`config.mk`:
```
export PLATFORM = sky130hd
export DESIGN_NAME = circle_point_generator_core
export DESIGN_NICKNAME = d
export VERILOG_FILES = /design/src/sv/cpg_pkg.sv /design/src/sv/cpg_step_unit.sv /design/src/sv/cpg_point_emitter.sv /design/src/sv/circle_point_generator_core.sv
export SDC_FILE = /design/constraint.sdc
export NUM_CORES = 1
export LEC_CHECK = 0
export BUFFER_PORTS_ARGS = -buffer_cell sky130_fd_sc_hd__buf_2
export CAP_MARGIN = 10
export CORE_ASPECT_RATIO = 0.7
export CORE_UTILIZATION = 41
export DETAILED_ROUTE_END_ITERATION = 10
export HOLD_SLACK_MARGIN = 0.1
export PLACE_DENSITY = 0.54
export SLEW_MARGIN = 10
export SYNTH_ARGS = -nofsm -noshare
export SYNTH_HDL_FRONTEND = slang
export SYNTH_SLANG_ARGS = --single-unit
export TNS_END_PERCENT = 5
```
`constraint.sdc`:
```
create_clock -name clock -period 8.4 [get_ports clock]
set_clock_uncertainty 0.2 [all_clocks]
set_input_delay 1.68 -clock clock [delete_from_list [all_inputs] [get_ports clock]]
set_output_delay 1.68 -clock clock [all_outputs]
set_load 0.005 [all_outputs]
```
`src/sv/cpg_pkg.sv`:
```
// Shared types, constants and helper functions for the circle point generator.
`default_nettype none

package cpg_pkg;

   localparam int unsigned COORD_W  = 16;
   localparam int unsigned COLOR_W  = 16;
   localparam int unsigned RADIUS_W = 9;

   localparam int unsigned ANGLE_STEPS_DEF    = 27;
   localparam int unsigned TRIG_FRAC_BITS_DEF = 16;

   // Working precision of the series used to build the trig tables.
   localparam int unsigned WORK_BITS = 30;

   localparam int unsigned POINTS_PER_STEP = 8;
   localparam int unsigned POINT_IDX_W     = $clog2(POINTS_PER_STEP);
   localparam logic [POINT_IDX_W-1:0] LAST_POINT = POINT_IDX_W'(POINTS_PER_STEP - 1);

   localparam logic OP_START = 1'b0;
   localparam logic OP_STEP  = 1'b1;

   typedef struct packed {
      logic                valid;
      logic [COORD_W-1:0]  cx;
      logic [COORD_W-1:0]  cy;
      logic [RADIUS_W-1:0] dx;
      logic [RADIUS_W-1:0] dy;
      logic [COLOR_W-1:0]  color;
      logic                done;
   } job_type;

   typedef struct packed {
      logic [COORD_W-1:0] x;
      logic [COORD_W-1:0] y;
   } point_type;

   // Previous series term times the squared angle, before its divisor is applied.
   function automatic logic [63:0] series_term(logic [63:0] prev, logic [63:0] a2);
      return (prev * a2) >> WORK_BITS;
   endfunction

   function automatic logic [63:0] floor_sub(logic [63:0] sum, logic [63:0] term);
      return (sum >= term) ? sum - term : 64'd0;
   endfunction

   // Sine or cosine of k * 0.03 rad, rounded to frac_bits fraction bits.
   // Evaluated only at elaboration to fill the angle tables.
   function automatic logic [63:0] trig_value(int unsigned k, int unsigned frac_bits,
                                              bit want_cos);
      logic [63:0] one;
      logic [63:0] a;
      logic [63:0] a2;
      logic [63:0] st;
      logic [63:0] ct;
      logic [63:0] s;
      logic [63:0] c;
      logic [63:0] half;
      int unsigned sh;
      one  = 64'd1 << WORK_BITS;
      a    = (64'(k) * 64'd3 * one + 64'd50) / 64'd100;
      a2   = (a * a) >> WORK_BITS;
      st   = a;
      ct   = one;
      s    = a;
      c    = one;
      sh   = WORK_BITS - frac_bits;
      half = 64'd1 << (sh - 1);
      // Twelve terms; odd terms are subtracted and floored at zero, even terms added.
      st = series_term(st, a2) / 64'd6;     s = floor_sub(s, st);
      ct = series_term(ct, a2) / 64'd2;     c = floor_sub(c, ct);
      st = series_term(st, a2) / 64'd20;    s = s + st;
      ct = series_term(ct, a2) / 64'd12;    c = c + ct;
      st = series_term(st, a2) / 64'd42;    s = floor_sub(s, st);
      ct = series_term(ct, a2) / 64'd30;    c = floor_sub(c, ct);
      st = series_term(st, a2) / 64'd72;    s = s + st;
      ct = series_term(ct, a2) / 64'd56;    c = c + ct;
      st = series_term(st, a2) / 64'd110;   s = floor_sub(s, st);
      ct = series_term(ct, a2) / 64'd90;    c = floor_sub(c, ct);
      st = series_term(st, a2) / 64'd156;   s = s + st;
      ct = series_term(ct, a2) / 64'd132;   c = c + ct;
      st = series_term(st, a2) / 64'd210;   s = floor_sub(s, st);
      ct = series_term(ct, a2) / 64'd182;   c = floor_sub(c, ct);
      st = series_term(st, a2) / 64'd272;   s = s + st;
      ct = series_term(ct, a2) / 64'd240;   c = c + ct;
      st = series_term(st, a2) / 64'd342;   s = floor_sub(s, st);
      ct = series_term(ct, a2) / 64'd306;   c = floor_sub(c, ct);
      st = series_term(st, a2) / 64'd420;   s = s + st;
      ct = series_term(ct, a2) / 64'd380;   c = c + ct;
      st = series_term(st, a2) / 64'd506;   s = floor_sub(s, st);
      ct = series_term(ct, a2) / 64'd462;   c = floor_sub(c, ct);
      st = series_term(st, a2) / 64'd600;   s = s + st;
      ct = series_term(ct, a2) / 64'd552;   c = c + ct;
      return want_cos ? ((c + half) >> sh) : ((s + half) >> sh);
   endfunction

   // Eight-way symmetry: bit 2 swaps the offsets, bits 0 and 1 negate x and y.
   function automatic point_type point_of(logic [POINT_IDX_W-1:0] idx, job_type job);
      logic [COORD_W-1:0] ox;
      logic [COORD_W-1:0] oy;
      point_type          pt;
      ox   = idx[2] ? COORD_W'(job.dy) : COORD_W'(job.dx);
      oy   = idx[2] ? COORD_W'(job.dx) : COORD_W'(job.dy);
      pt.x = idx[0] ? job.cx - ox : job.cx + ox;
      pt.y = idx[1] ? job.cy - oy : job.cy + oy;
      return pt;
   endfunction

endpackage

`default_nettype wire

```
`src/sv/cpg_step_unit.sv`:
```
// Circle state, angle tables and offset multipliers feeding the job register.
`default_nettype none

module cpg_step_unit #(
   parameter int unsigned ANGLE_STEPS    = cpg_pkg::ANGLE_STEPS_DEF,
   parameter int unsigned TRIG_FRAC_BITS = cpg_pkg::TRIG_FRAC_BITS_DEF
) (
   input  wire logic                          clock,
   input  wire logic                          reset,
   input  wire logic                          req_valid,
   output logic                               req_stall,
   input  wire logic                          req_operation,
   input  wire logic [cpg_pkg::COORD_W-1:0]   req_center_x,
   input  wire logic [cpg_pkg::COORD_W-1:0]   req_center_y,
   input  wire logic [cpg_pkg::RADIUS_W-1:0]  req_radius,
   input  wire logic [cpg_pkg::COLOR_W-1:0]   req_color,
   input  wire logic                          job_take,
   output cpg_pkg::job_type                   job
);

   localparam int unsigned TW = TRIG_FRAC_BITS + 1;
   localparam int unsigned AW = (ANGLE_STEPS > 1) ? $clog2(ANGLE_STEPS) : 1;
   localparam int unsigned PW = cpg_pkg::RADIUS_W + TW;
   localparam logic [AW-1:0] LAST_ANGLE = AW'(ANGLE_STEPS - 1);

   logic [TW-1:0] sin_tab [ANGLE_STEPS];
   logic [TW-1:0] cos_tab [ANGLE_STEPS];

   for (genvar g = 0; g < ANGLE_STEPS; g++) begin : g_rom
      localparam logic [TW-1:0] SIN_VAL = TW'(cpg_pkg::trig_value(g, TRIG_FRAC_BITS, 1'b0));
      localparam logic [TW-1:0] COS_VAL = TW'(cpg_pkg::trig_value(g, TRIG_FRAC_BITS, 1'b1));
      assign sin_tab[g] = SIN_VAL;
      assign cos_tab[g] = COS_VAL;
   end

   logic [cpg_pkg::COORD_W-1:0]  cx_ff,     cx_in;
   logic [cpg_pkg::COORD_W-1:0]  cy_ff,     cy_in;
   logic [cpg_pkg::RADIUS_W-1:0] radius_ff, radius_in;
   logic [cpg_pkg::COLOR_W-1:0]  color_ff,  color_in;
   logic [AW-1:0]                angle_ff,  angle_in;
   logic                         active_ff, active_in;
   cpg_pkg::job_type             job_ff,    job_in;

   logic          accept;
   logic          last_angle;
   logic [PW-1:0] sin_prod;
   logic [PW-1:0] cos_prod;

   assign req_stall  = job_ff.valid && !job_take;
   assign accept     = req_valid && !req_stall;
   assign last_angle = (angle_ff == LAST_ANGLE);
   assign sin_prod   = PW'(radius_ff) * PW'(sin_tab[angle_ff]);
   assign cos_prod   = PW'(radius_ff) * PW'(cos_tab[angle_ff]);
   assign job        = job_ff;

   always_comb begin
      cx_in        = cx_ff;
      cy_in        = cy_ff;
      radius_in    = radius_ff;
      color_in     = color_ff;
      angle_in     = angle_ff;
      active_in    = active_ff;
      job_in       = job_ff;
      job_in.valid = job_ff.valid && !job_take;
      if (accept) begin
         if (req_operation == cpg_pkg::OP_START) begin
            cx_in     = req_center_x;
            cy_in     = req_center_y;
            radius_in = req_radius;
            color_in  = req_color;
            angle_in  = '0;
            active_in = 1'b1;
         end else if (active_ff) begin
            job_in.valid = 1'b1;
            job_in.cx    = cx_ff;
            job_in.cy    = cy_ff;
            job_in.dx    = sin_prod[TRIG_FRAC_BITS +: cpg_pkg::RADIUS_W];
            job_in.dy    = cos_prod[TRIG_FRAC_BITS +: cpg_pkg::RADIUS_W];
            job_in.color = color_ff;
            job_in.done  = last_angle;
            if (last_angle) begin
               angle_in  = '0;
               active_in = 1'b0;
            end else begin
               angle_in = AW'(angle_ff + 1'b1);
            end
         end
      end
   end

   always_ff @(posedge clock) begin
      if (reset) begin
         cx_ff        <= '0;
         cy_ff        <= '0;
         radius_ff    <= '0;
         color_ff     <= '0;
         angle_ff     <= '0;
         active_ff    <= 1'b0;
         job_ff.valid <= 1'b0;
      end else begin
         cx_ff     <= cx_in;
         cy_ff     <= cy_in;
         radius_ff <= radius_in;
         color_ff  <= color_in;
         angle_ff  <= angle_in;
         active_ff <= active_in;
         job_ff    <= job_in;
      end
   end

endmodule

`default_nettype wire

```
`src/sv/cpg_point_emitter.sv`:
```
// Sequencer that turns one job into eight symmetric points on the output register.
`default_nettype none

module cpg_point_emitter (
   input  wire logic                         clock,
   input  wire logic                         reset,
   input  wire cpg_pkg::job_type             job,
   output logic                              job_take,
   output logic                              rsp_valid,
   input  wire logic                         rsp_stall,
   output logic [cpg_pkg::COORD_W-1:0]       rsp_point_x,
   output logic [cpg_pkg::COORD_W-1:0]       rsp_point_y,
   output logic [cpg_pkg::COLOR_W-1:0]       rsp_point_color,
   output logic                              rsp_last_of_step,
   output logic                              rsp_circle_done
);

   cpg_pkg::job_type                  held_ff;
   logic [cpg_pkg::POINT_IDX_W-1:0]   idx_ff;
   logic                              busy_ff;
   logic                              valid_ff;
   logic [cpg_pkg::COORD_W-1:0]       x_ff;
   logic [cpg_pkg::COORD_W-1:0]       y_ff;
   logic [cpg_pkg::COLOR_W-1:0]       color_ff;
   logic                              last_ff;
   logic                              done_ff;

   logic                              out_free;
   logic                              load;
   logic                              last_sel;
   cpg_pkg::job_type                  src;
   logic [cpg_pkg::POINT_IDX_W-1:0]   sel;
   cpg_pkg::point_type                pt;

   // A new job starts directly with its first point, so runs follow without a gap.
   assign out_free = !valid_ff || !rsp_stall;
   assign job_take = out_free && !busy_ff && job.valid;
   assign load     = out_free && (busy_ff || job.valid);
   assign src      = busy_ff ? held_ff : job;
   assign sel      = busy_ff ? idx_ff : '0;
   assign last_sel = (sel == cpg_pkg::LAST_POINT);
   assign pt       = cpg_pkg::point_of(sel, src);

   assign rsp_valid        = valid_ff;
   assign rsp_point_x      = x_ff;
   assign rsp_point_y      = y_ff;
   assign rsp_point_color  = color_ff;
   assign rsp_last_of_step = last_ff;
   assign rsp_circle_done  = done_ff;

   always_ff @(posedge clock) begin
      if (reset) begin
         busy_ff  <= 1'b0;
         valid_ff <= 1'b0;
         idx_ff   <= '0;
      end else begin
         if (out_free) begin
            valid_ff <= load;
         end
         if (load) begin
            x_ff     <= pt.x;
            y_ff     <= pt.y;
            color_ff <= src.color;
            last_ff  <= last_sel;
            done_ff  <= last_sel && src.done;
            idx_ff   <= cpg_pkg::POINT_IDX_W'(sel + 1'b1);
            busy_ff  <= !last_sel;
         end
         if (job_take) begin
            held_ff <= job;
         end
      end
   end

endmodule

`default_nettype wire

```
`src/sv/circle_point_generator_core.sv`:
```
// Circle point generator: a start request latches center, radius and color and
// produces nothing; each step request then produces the eight symmetric points
// of the next angle of the table, ANGLE_STEPS angles 0.03 rad apart.
// Request channel: req_valid / req_stall with req_operation and the circle
// fields. Result channel: rsp_valid / rsp_stall, one point per transfer, with
// rsp_last_of_step on the eighth point and rsp_circle_done on the eighth point
// of the last angle. A step with no circle armed is taken and dropped.
// The first point of a step passes through the job register, which holds the
// offset products, and then the output register. The single output register
// sends one point per cycle while rsp_stall is low, which limits the rate of
// step requests; a job register in between
// lets the next step be taken while the current one is still emitting, and
// start requests are taken at any time the request side is not stalled.
// When the receiver stalls, the current point holds and req_stall rises once
// the job register is full. Reset is synchronous: it clears the circle state,
// disarms the generator and empties both stages; no clearing pass follows.
`default_nettype none

module circle_point_generator_core #(
   parameter int unsigned ANGLE_STEPS    = cpg_pkg::ANGLE_STEPS_DEF,
   parameter int unsigned TRIG_FRAC_BITS = cpg_pkg::TRIG_FRAC_BITS_DEF
) (
   input  wire logic                          clock,
   input  wire logic                          reset,
   input  wire logic                          req_valid,
   output logic                               req_stall,
   input  wire logic                          req_operation,
   input  wire logic [cpg_pkg::COORD_W-1:0]   req_center_x,
   input  wire logic [cpg_pkg::COORD_W-1:0]   req_center_y,
   input  wire logic [cpg_pkg::RADIUS_W-1:0]  req_radius,
   input  wire logic [cpg_pkg::COLOR_W-1:0]   req_color,
   output logic                               rsp_valid,
   input  wire logic                          rsp_stall,
   output logic [cpg_pkg::COORD_W-1:0]        rsp_point_x,
   output logic [cpg_pkg::COORD_W-1:0]        rsp_point_y,
   output logic [cpg_pkg::COLOR_W-1:0]        rsp_point_color,
   output logic                               rsp_last_of_step,
   output logic                               rsp_circle_done
);

   cpg_pkg::job_type job;
   logic             job_take;

   cpg_step_unit #(
      .ANGLE_STEPS    (ANGLE_STEPS),
      .TRIG_FRAC_BITS (TRIG_FRAC_BITS)
   ) u_step (
      .clock         (clock),
      .reset         (reset),
      .req_valid     (req_valid),
      .req_stall     (req_stall),
      .req_operation (req_operation),
      .req_center_x  (req_center_x),
      .req_center_y  (req_center_y),
      .req_radius    (req_radius),
      .req_color     (req_color),
      .job_take      (job_take),
      .job           (job)
   );

   cpg_point_emitter u_emit (
      .clock            (clock),
      .reset            (reset),
      .job              (job),
      .job_take         (job_take),
      .rsp_valid        (rsp_valid),
      .rsp_stall        (rsp_stall),
      .rsp_point_x      (rsp_point_x),
      .rsp_point_y      (rsp_point_y),
      .rsp_point_color  (rsp_point_color),
      .rsp_last_of_step (rsp_last_of_step),
      .rsp_circle_done  (rsp_circle_done)
   );

   // The done flag only ever marks the closing point of a run.
   a_done_on_last: assert property (@(posedge clock) disable iff (reset)
      (rsp_valid && rsp_circle_done) |-> rsp_last_of_step)
      else $error("circle_done without last_of_step");

   // Within a run the next point follows at once and keeps the color.
   a_run_continues: assert property (@(posedge clock) disable iff (reset)
      (rsp_valid && !rsp_stall && !rsp_last_of_step)
      |=> (rsp_valid && (rsp_point_color == $past(rsp_point_color))))
      else $error("point run broken or color changed inside a step");

   // Requests are held back only while a computed step waits for the emitter.
   a_stall_cause: assert property (@(posedge clock) disable iff (reset)
      req_stall |-> (job.valid && !job_take))
      else $error("request stalled without a pending step");

endmodule

`default_nettype wire
```
Word-level counts from Yosys, hierarchy flattened

Memories as Yosys holds them, arrays and structs flattened.
Index checks and enable logic that the tools add are counted.

Register bits: 253
Logic and storage cells: 82
ROM bits: 1088
Memories: 2
Bits of input ports: 62
Output and inout bits: 52

Memories:

| name            | words | width | read ports | clocked after Yosys merged registers in | write ports | line                | RTL |
|---|---|---|---|---|---|---|---|
| (no name shown) | 32    | 17    | 1          | 0                                       | 0           | cpg_step_unit.sv:52 | `assign sin_prod = PW'(radius_ff) * PW'(sin_tab[angle_ff]);` |
| (no name shown) | 32    | 17    | 1          | 0                                       | 0           | cpg_step_unit.sv:53 | `assign cos_prod = PW'(radius_ff) * PW'(cos_tab[angle_ff]);` |

Order comparisons: 1
$mul: 2
Muxes and demuxes: 19
Bitwise gates (word level): 3
Add/sub/neg operators: 6
Eq/ne operators: 3
Reduce and logical (&&, ||, !) cells: 19

Operators with widths:

| cell                                                            | number |
|---|---|
| 68-bit 2-to-1 mux                                               | 3 |
| 17-bit 2-to-1 mux                                               | 4 |
| 67-bit 2-to-1 mux                                               | 1 |
| 9-bit by 17-bit multiplier with 25-bit output                   | 2 |
| 16-bit adder                                                    | 2 |
| 16-bit 2-to-1 mux                                               | 2 |
| 16-bit subtractor                                               | 2 |
| 9-bit 2-to-1 mux                                                | 2 |
| 5-bit 2-to-1 mux                                                | 3 |
| 2-bit AND reduction                                             | 4 |
| 6-bit greater-or-equal comparator, second input constant        | 1 |
| 1-bit logical AND                                               | 6 |
| 1-bit zero test                                                 | 6 |
| 5-bit inverter with 6-bit output                                | 1 |
| 5-bit by 1-bit adder with 5-bit output, second input constant   | 1 |
| 5-bit == test, second input constant                            | 1 |
| 4-bit AND reduction                                             | 1 |
| 3-bit by 1-bit adder with 3-bit output, second input constant   | 1 |
| 3-bit == test, second input constant                            | 1 |
| 1-bit 2-to-1 mux                                                | 3 |
| 3-bit 2-to-1 mux                                                | 1 |
| 1-bit logical OR                                                | 2 |
| 2-bit by 1-bit != test with 1-bit output, second input constant | 1 |
| 1-bit inverter                                                  | 2 |

Depth between registers and ports, before layout

Depth after elaboration: 9
Gate-level depth with buffers: 25
Gate-level depth less buffers: 25

Cells and area by module

Synthesis repeated with hierarchy kept, for this count alone.

Cell total of the unflattened synthesis: 2024
Area, all modules: 20477.1 um2

Modules (own cells, without submodules):

| module            | times used | area each (um2) | sequential area each (um2) | cells each |
|---|---|---|---|---|
| cpg_step_unit     | 1          | 13929.6         | 3293.2                     | 1530 |
| cpg_point_emitter | 1          | 6547.5          | 3613.5                     | 494 |

Worst setup path after synthesis

OpenSTA, ideal clock, no wires.

Kind: input -> register
From: input rsp_stall
To: register u_step.job_ff, in the netlist u_step.job[0], enable pin
Data required time: 7.609 ns
Setup slack: 0.498 ns
Library setup time: 0.591 ns
Buffers on the path: 0
Arrival time: 7.111 ns
Stages on the path: 4
Cell sequence: a21oi_1 > nand2b_1 > nand3_1 > nor3b_1

Longest elaborated chain between the ends: 9

Ends and longest elaborated chain:

| what                            | line                              | RTL |
|---|---|---|
| start, declared                 | circle_point_generator_core.sv:33 | `input wire logic rsp_stall,` |
| 1-bit zero test                 | cpg_point_emitter.sv:36           | `assign out_free = !valid_ff \|\| !rsp_stall;` |
| 1-bit logical OR                | cpg_point_emitter.sv:36           |  |
| 1-bit logical AND (2 in series) | cpg_point_emitter.sv:37           | `assign job_take = out_free && !busy_ff && job.valid;` |
| 1-bit zero test                 | cpg_step_unit.sv:49               | `assign req_stall = job_ff.valid && !job_take;` |
| 1-bit logical AND               | cpg_step_unit.sv:49               |  |
| 1-bit zero test                 | cpg_step_unit.sv:50               | `assign accept = req_valid && !req_stall;` |
| 1-bit logical AND               | cpg_step_unit.sv:50               |  |
| 4-bit AND reduction (no line)   | --                                |  |
| end signal, assigned            | cpg_step_unit.sv:107              | `job_ff <= job_in;` |
| end, declared                   | cpg_step_unit.sv:42               | `cpg_pkg::job_type job_ff, job_in;` |

Every way passes these cells.
A chain may end at the register's enable or synchronous reset.

Worst setup path in the final report

From: register u_step.angle_ff[0]
To: register u_step.job_ff, in the netlist u_step.job[25] (data pin)

Longest elaborated chain between the ends: 5

Ends and longest elaborated chain:

| what                                                   | line                 | RTL |
|---|---|---|
| start, declared                                        | cpg_step_unit.sv:40  | `logic [AW-1:0] angle_ff, angle_in;` |
| start signal, assigned                                 | cpg_step_unit.sv:105 | `angle_ff <= angle_in;` |
| 5-bit inverter with 6-bit output (implied by the code) | cpg_step_unit.sv:53  |  |
| memory read 32 x 17 bit                                | --                   |  |
| 17-bit 2-to-1 mux (implied by the code) (2 in series)  | cpg_step_unit.sv:53  |  |
| 9-bit by 17-bit multiplier with 25-bit output          | cpg_step_unit.sv:53  |  |
| named net u_step.cos_prod[24]                          | cpg_step_unit.sv:47  | `logic [PW-1:0] cos_prod;` |

The timed path passes the listed nets, and every way through them passes these cells. The select of a mux whose other input is x is not followed.

==> run_summary.xml <==
<?xml version="1.0" encoding="UTF-8"?>
<metrics>
  <group name="critical_path">
    <metric name="crit_required" unit="ps">8560</metric>
    <metric name="cpPeakStageDelay" unit="ps">750</metric>
    <metric name="startpoint_type" unit="">flop</metric>
    <metric name="crit_type" unit="">reg2reg</metric>
    <metric name="crit_fanout" unit="">18</metric>
    <metric name="worst-path-buf-inv" unit="">3</metric>
    <metric name="slowest_stage_cell_crit_path" unit="">sky130_fd_sc_hd__dfxtp_1</metric>
    <metric name="worst_setup_path_end_kind" unit="">flop</metric>
    <metric name="cp_common_cell" unit="">sky130_fd_sc_hd__fa_1</metric>
    <metric name="path_cells" unit="">inv_1 &gt; ha_1 &gt; nand2_1 &gt; o21ai_0 &gt; a221oi_1 &gt; a21oi_1 &gt; a21oi_1 &gt; and2_1 &gt; fa_1 &gt; fa_1 &gt; fa_1 &gt; inv_1 &gt; fa_1 &gt; inv_1 &gt; ha_1 &gt; a21oi_1 &gt; a21boi_0 &gt; a2111oi_0 &gt; o31ai_1 &gt; o21ai_1 &gt; nand2_1 &gt; o311ai_1</metric>
    <metric name="worst-endpoint-arrival" unit="ps">7780</metric>
    <metric name="critical_path.top_delay_family" unit="">compound AO/OA/AOI/OAI gates</metric>
    <metric name="critical_path_depth" unit="">22</metric>
    <metric name="r2r.worst_path.cells" unit="">22</metric>
  </group>
  <group name="grt">
    <metric name="grt_antenna_before_repair" unit="">2</metric>
    <metric name="grt_max_degree" unit="">59</metric>
    <metric name="first_global_vias" unit="">15100</metric>
    <metric name="globalRouteOverflowTotal" unit="">0</metric>
    <metric name="grt_usage" unit="%">21.4</metric>
    <metric name="global_route_wire_length_before_repair" unit="um">86600</metric>
  </group>
  <group name="sta">
    <metric name="fin_crit" unit="ps">7630</metric>
    <metric name="min_period_over_period" unit="%">90.8</metric>
    <metric name="least_margin_pin_slew" unit="ps">1000</metric>
    <metric name="maxClockFrequency" unit="GHz">0.131</metric>
    <metric name="slew_headroom" unit="%">33.0</metric>
    <metric name="setup_repair_after_global_routing_missed_its_margin" unit="">no</metric>
    <metric name="setup-violations-final" unit="">0</metric>
    <metric name="setup_total_negative_slack" unit="ps">0</metric>
    <metric name="final.setup.worst_slack" unit="ps">773</metric>
    <metric name="slew_viol_final" unit="">0</metric>
    <metric name="timing.final.hold_violations" unit="">0</metric>
  </group>
  <group name="route">
    <metric name="routed_via_density" unit="">5.24</metric>
    <metric name="route.detailed.drc" unit="">0</metric>
    <metric name="drtPass1Iterations" unit="">8</metric>
    <metric name="drt-wirelength-per-cell" unit="um">19.0</metric>
    <metric name="routed_wire_length" unit="um">54200</metric>
    <metric name="final_antenna_violating_net_count" unit="">0</metric>
    <metric name="initialDrtViolationCount" unit="">1121</metric>
    <metric name="num_vias" unit="">14900</metric>
  </group>
  <group name="placement">
    <metric name="port_buffers" unit="">113</metric>
    <metric name="routabilityCongestion" unit="">0.930</metric>
    <metric name="post_place_setup_slack" unit="ps">938</metric>
    <metric name="placed_cells" unit="">2797</metric>
    <metric name="dp.final_hpwl" unit="um">40100</metric>
  </group>
  <group name="cts">
    <metric name="tritoncts_clock_tree" unit="">done</metric>
    <metric name="clk-insertion-delay-late" unit="ps">560</metric>
    <metric name="cts.sinks" unit="">253</metric>
    <metric name="clk_pin_slew_worst_paths" unit="ps">80</metric>
    <metric name="holdBufCountCts" unit="">0</metric>
    <metric name="cts_setup_buffers" unit="">0</metric>
    <metric name="cts_htree_levels" unit="">1</metric>
    <metric name="cts_inserted_buffers" unit="">26</metric>
    <metric name="post_cts.resized_instances" unit="">0</metric>
    <metric name="cts_root_buffer" unit="">sky130_fd_sc_hd__clkbuf_16</metric>
    <metric name="maximum_buffer_depth_of_the_clock_tree" unit="">3</metric>
  </group>
  <group name="yosys">
    <metric name="synth_flop_cell" unit="">sky130_fd_sc_hd__edfxtp_1</metric>
    <metric name="netlist_area_before_placement" unit="sq um">20600</metric>
    <metric name="ys_seq_elements" unit="">253</metric>
    <metric name="postSynth.asyncResetShare" unit="%">0</metric>
    <metric name="synth-edff-count" unit="">184</metric>
    <metric name="synth_cells" unit="">2062</metric>
    <metric name="syn-mean-instance-area" unit="sq um">10.0</metric>
    <metric name="post_synth_num_cell_types" unit="">78</metric>
    <metric name="seq_area_frac_synth" unit="%">33.5</metric>
    <metric name="mappedNetlistNets" unit="">2457</metric>
    <metric name="synthesis.yosys.warnings" unit="">0</metric>
  </group>
  <group name="floorplanning">
    <metric name="design.core.area" unit="sq um">49500</metric>
    <metric name="initial_utilization" unit="%">41.7</metric>
    <metric name="placementRows" unit="">68</metric>
    <metric name="dieArea" unit="sq um">51300</metric>
    <metric name="num_io_pins" unit="">114</metric>
    <metric name="width_of_the_chip" unit="um">270</metric>
    <metric name="overall_die_height" unit="um">190</metric>
  </group>
  <group name="layout">
    <metric name="finish.net_count" unit="">2555</metric>
    <metric name="fin_cells" unit="">2846</metric>
    <metric name="areaGrowthSynthToFinish" unit="%">10.8</metric>
    <metric name="post_route_cells_drive_above_1_share" unit="%">12.5</metric>
  </group>
  <group name="pwr">
    <metric name="p_per_area" unit="nW/um^2">130</metric>
    <metric name="ir_worst_vdd" unit="mV">0.143</metric>
    <metric name="p_total" unit="mW">2.97</metric>
    <metric name="leakagePower" unit="nW">10.3</metric>
  </group>
  <group name="outcome">
    <metric name="status" unit="">finished clean</metric>
  </group>
  <group name="worst_hold_path">
    <metric name="timing.hold.worst_path_depth" unit="">0</metric>
    <metric name="min_path_type" unit="">reg2reg</metric>
  </group>
  <group name="job">
    <metric name="max_cap_violations" unit="">0</metric>
  </group>
</metrics>
## through the flow
step | instance area (sq um) | util (%) | hold slack, ps
global placement | 22100 | 44.5 | 210
floorplan | 20600 | - | 208
finish | 22900 | 46.2 | 217
detailed placement | 22100 | 44.5 | 213
global route | 22900 | 46.2 | 222
CTS | 22900 | 46.2 | 216
## layer usage
metal | wire length [um] | part of all wire (%) | global-route usage, %
met4 | 653 | 1.2 | 2.98
met5 | 0 | 0 | 0
met1 | 28300 | 52 | 34.3
met2 | 22400 | 41 | 31.1
met3 | 2780 | 5.1 | 2.69
## cell usage after synthesis (3+ instances only)
cell type,count,area [sq um]
sky130_fd_sc_hd__a2111oi_0,4,35.0
sky130_fd_sc_hd__a211o_1,4,35.0
sky130_fd_sc_hd__a211oi_1,11,82.6
sky130_fd_sc_hd__a21boi_0,3,22.5
sky130_fd_sc_hd__a21o_1,26,195
sky130_fd_sc_hd__a21oi_1,143,716
sky130_fd_sc_hd__a221oi_1,5,43.8
sky130_fd_sc_hd__a311oi_1,3,26.3
sky130_fd_sc_hd__a31oi_1,14,87.6
sky130_fd_sc_hd__and2_1,126,788
sky130_fd_sc_hd__and3_1,17,106
sky130_fd_sc_hd__buf_1,12,45.0
sky130_fd_sc_hd__buf_2,15,75.1
sky130_fd_sc_hd__clkbuf_1,60,225
sky130_fd_sc_hd__dfxtp_1,69,1380
sky130_fd_sc_hd__edfxtp_1,184,5530
sky130_fd_sc_hd__fa_1,204,4080
sky130_fd_sc_hd__ha_1,129,1610
sky130_fd_sc_hd__inv_1,269,1010
sky130_fd_sc_hd__maj3_1,3,30.0
sky130_fd_sc_hd__mux2_2,49,552
sky130_fd_sc_hd__mux2i_1,27,270
sky130_fd_sc_hd__nand2_1,288,1080
sky130_fd_sc_hd__nand2b_1,25,156
sky130_fd_sc_hd__nand3_1,20,100
sky130_fd_sc_hd__nand3b_1,3,22.5
sky130_fd_sc_hd__nand4_1,8,50.1
sky130_fd_sc_hd__nor2_1,70,263
sky130_fd_sc_hd__nor2b_1,51,319
sky130_fd_sc_hd__nor3_1,12,60.1
sky130_fd_sc_hd__nor3b_1,5,37.5
sky130_fd_sc_hd__o211ai_1,6,45.0
sky130_fd_sc_hd__o21a_1,11,82.6
sky130_fd_sc_hd__o21ai_0,50,250
sky130_fd_sc_hd__o21ai_1,5,25.0
sky130_fd_sc_hd__o21bai_1,3,22.5
sky130_fd_sc_hd__o22ai_1,3,18.8
sky130_fd_sc_hd__o311ai_0,3,26.3
sky130_fd_sc_hd__o31ai_1,5,37.5
sky130_fd_sc_hd__or2_2,4,25.0
sky130_fd_sc_hd__or3_1,3,18.8
sky130_fd_sc_hd__xnor2_1,35,307
sky130_fd_sc_hd__xor2_1,28,245
## sequential cells by signal (all words and copies together) (netlist names)
register                 flops
u_step.job                  68
u_emit.held_ff              67
u_emit.rsp_point_color      16
u_emit.rsp_point_x          16
u_emit.rsp_point_y          16
u_step.color_ff             16
u_step.cx_ff                16
u_step.cy_ff                16
u_step.radius_ff             9
u_step.angle_ff              5
u_emit.idx_ff                3
u_emit.busy_ff               1
u_emit.rsp_circle_done       1
u_emit.rsp_last_of_step      1
u_emit.rsp_valid             1
u_step.active_ff             1
## report_power, final
group          leakage (nW)  internal, mW  switching, mW  total [mW]
Clock                 0.390         0.628          0.495        1.12
Sequential             2.30          1.36         0.0231        1.38
Combinational          7.61         0.172          0.291       0.463
Total                  10.3          2.16          0.810        2.97
## placed cells by master (no fill, tap or decap), types with 35 or more instances in the layout
master,n
sky130_fd_sc_hd__nor2_1,68
sky130_fd_sc_hd__mux2_2,49
sky130_fd_sc_hd__nand2_1,288
sky130_fd_sc_hd__fa_1,204
sky130_fd_sc_hd__o21ai_0,50
sky130_fd_sc_hd__ha_1,129
sky130_fd_sc_hd__nor2b_1,51
sky130_fd_sc_hd__and2_1,126
sky130_fd_sc_hd__edfxtp_1,184
sky130_fd_sc_hd__a21oi_1,143
sky130_fd_sc_hd__buf_4,45
sky130_fd_sc_hd__dfxtp_1,65
sky130_fd_sc_hd__buf_2,113
sky130_fd_sc_hd__xnor2_1,35
sky130_fd_sc_hd__inv_1,269
## final cells by class
cell class	count	area, sq um
fill	4747	26600
multi-input combinational	1449	12400
sequential	253	6910
inverter	272	1020
timing repair buffer	158	903
tap	665	832
clock buffer	40	766
clock inverter	8	45.0
antenna	1	2.50
## cell families (layout without fill, tap and decap cells)
group | count (synthesis) | after routing | share of synthesized area [%]
and+or+nand+nor | 641 | 641 | 15.0
buffers and inverters | 360 | 478 | 6.67
adders and majority gates | 336 | 336 | 27.7
AOI/OAI and AO/OA | 330 | 330 | 10.3
DFF | 253 | 253 | 33.5
muxes | 79 | 79 | 4.16
xor gates and xnor gates | 63 | 63 | 2.67
other | 0 | 1 | 0
## worst paths after layout
check	slack, ps	end	start
max	770	u_step.job[25]$_DFFE_PP_	u_step.angle_ff[0]$_SDFFE_PP0P_
min	220	u_emit.held_ff[10]$_DFFE_PP_	u_step.job[10]$_DFFE_PP_
max reg2reg	770	u_step.job[25]$_DFFE_PP_	u_step.angle_ff[0]$_SDFFE_PP0P_
min reg2reg	220	u_emit.held_ff[10]$_DFFE_PP_	u_step.job[10]$_DFFE_PP_
(Power assumes the default switching activity.)
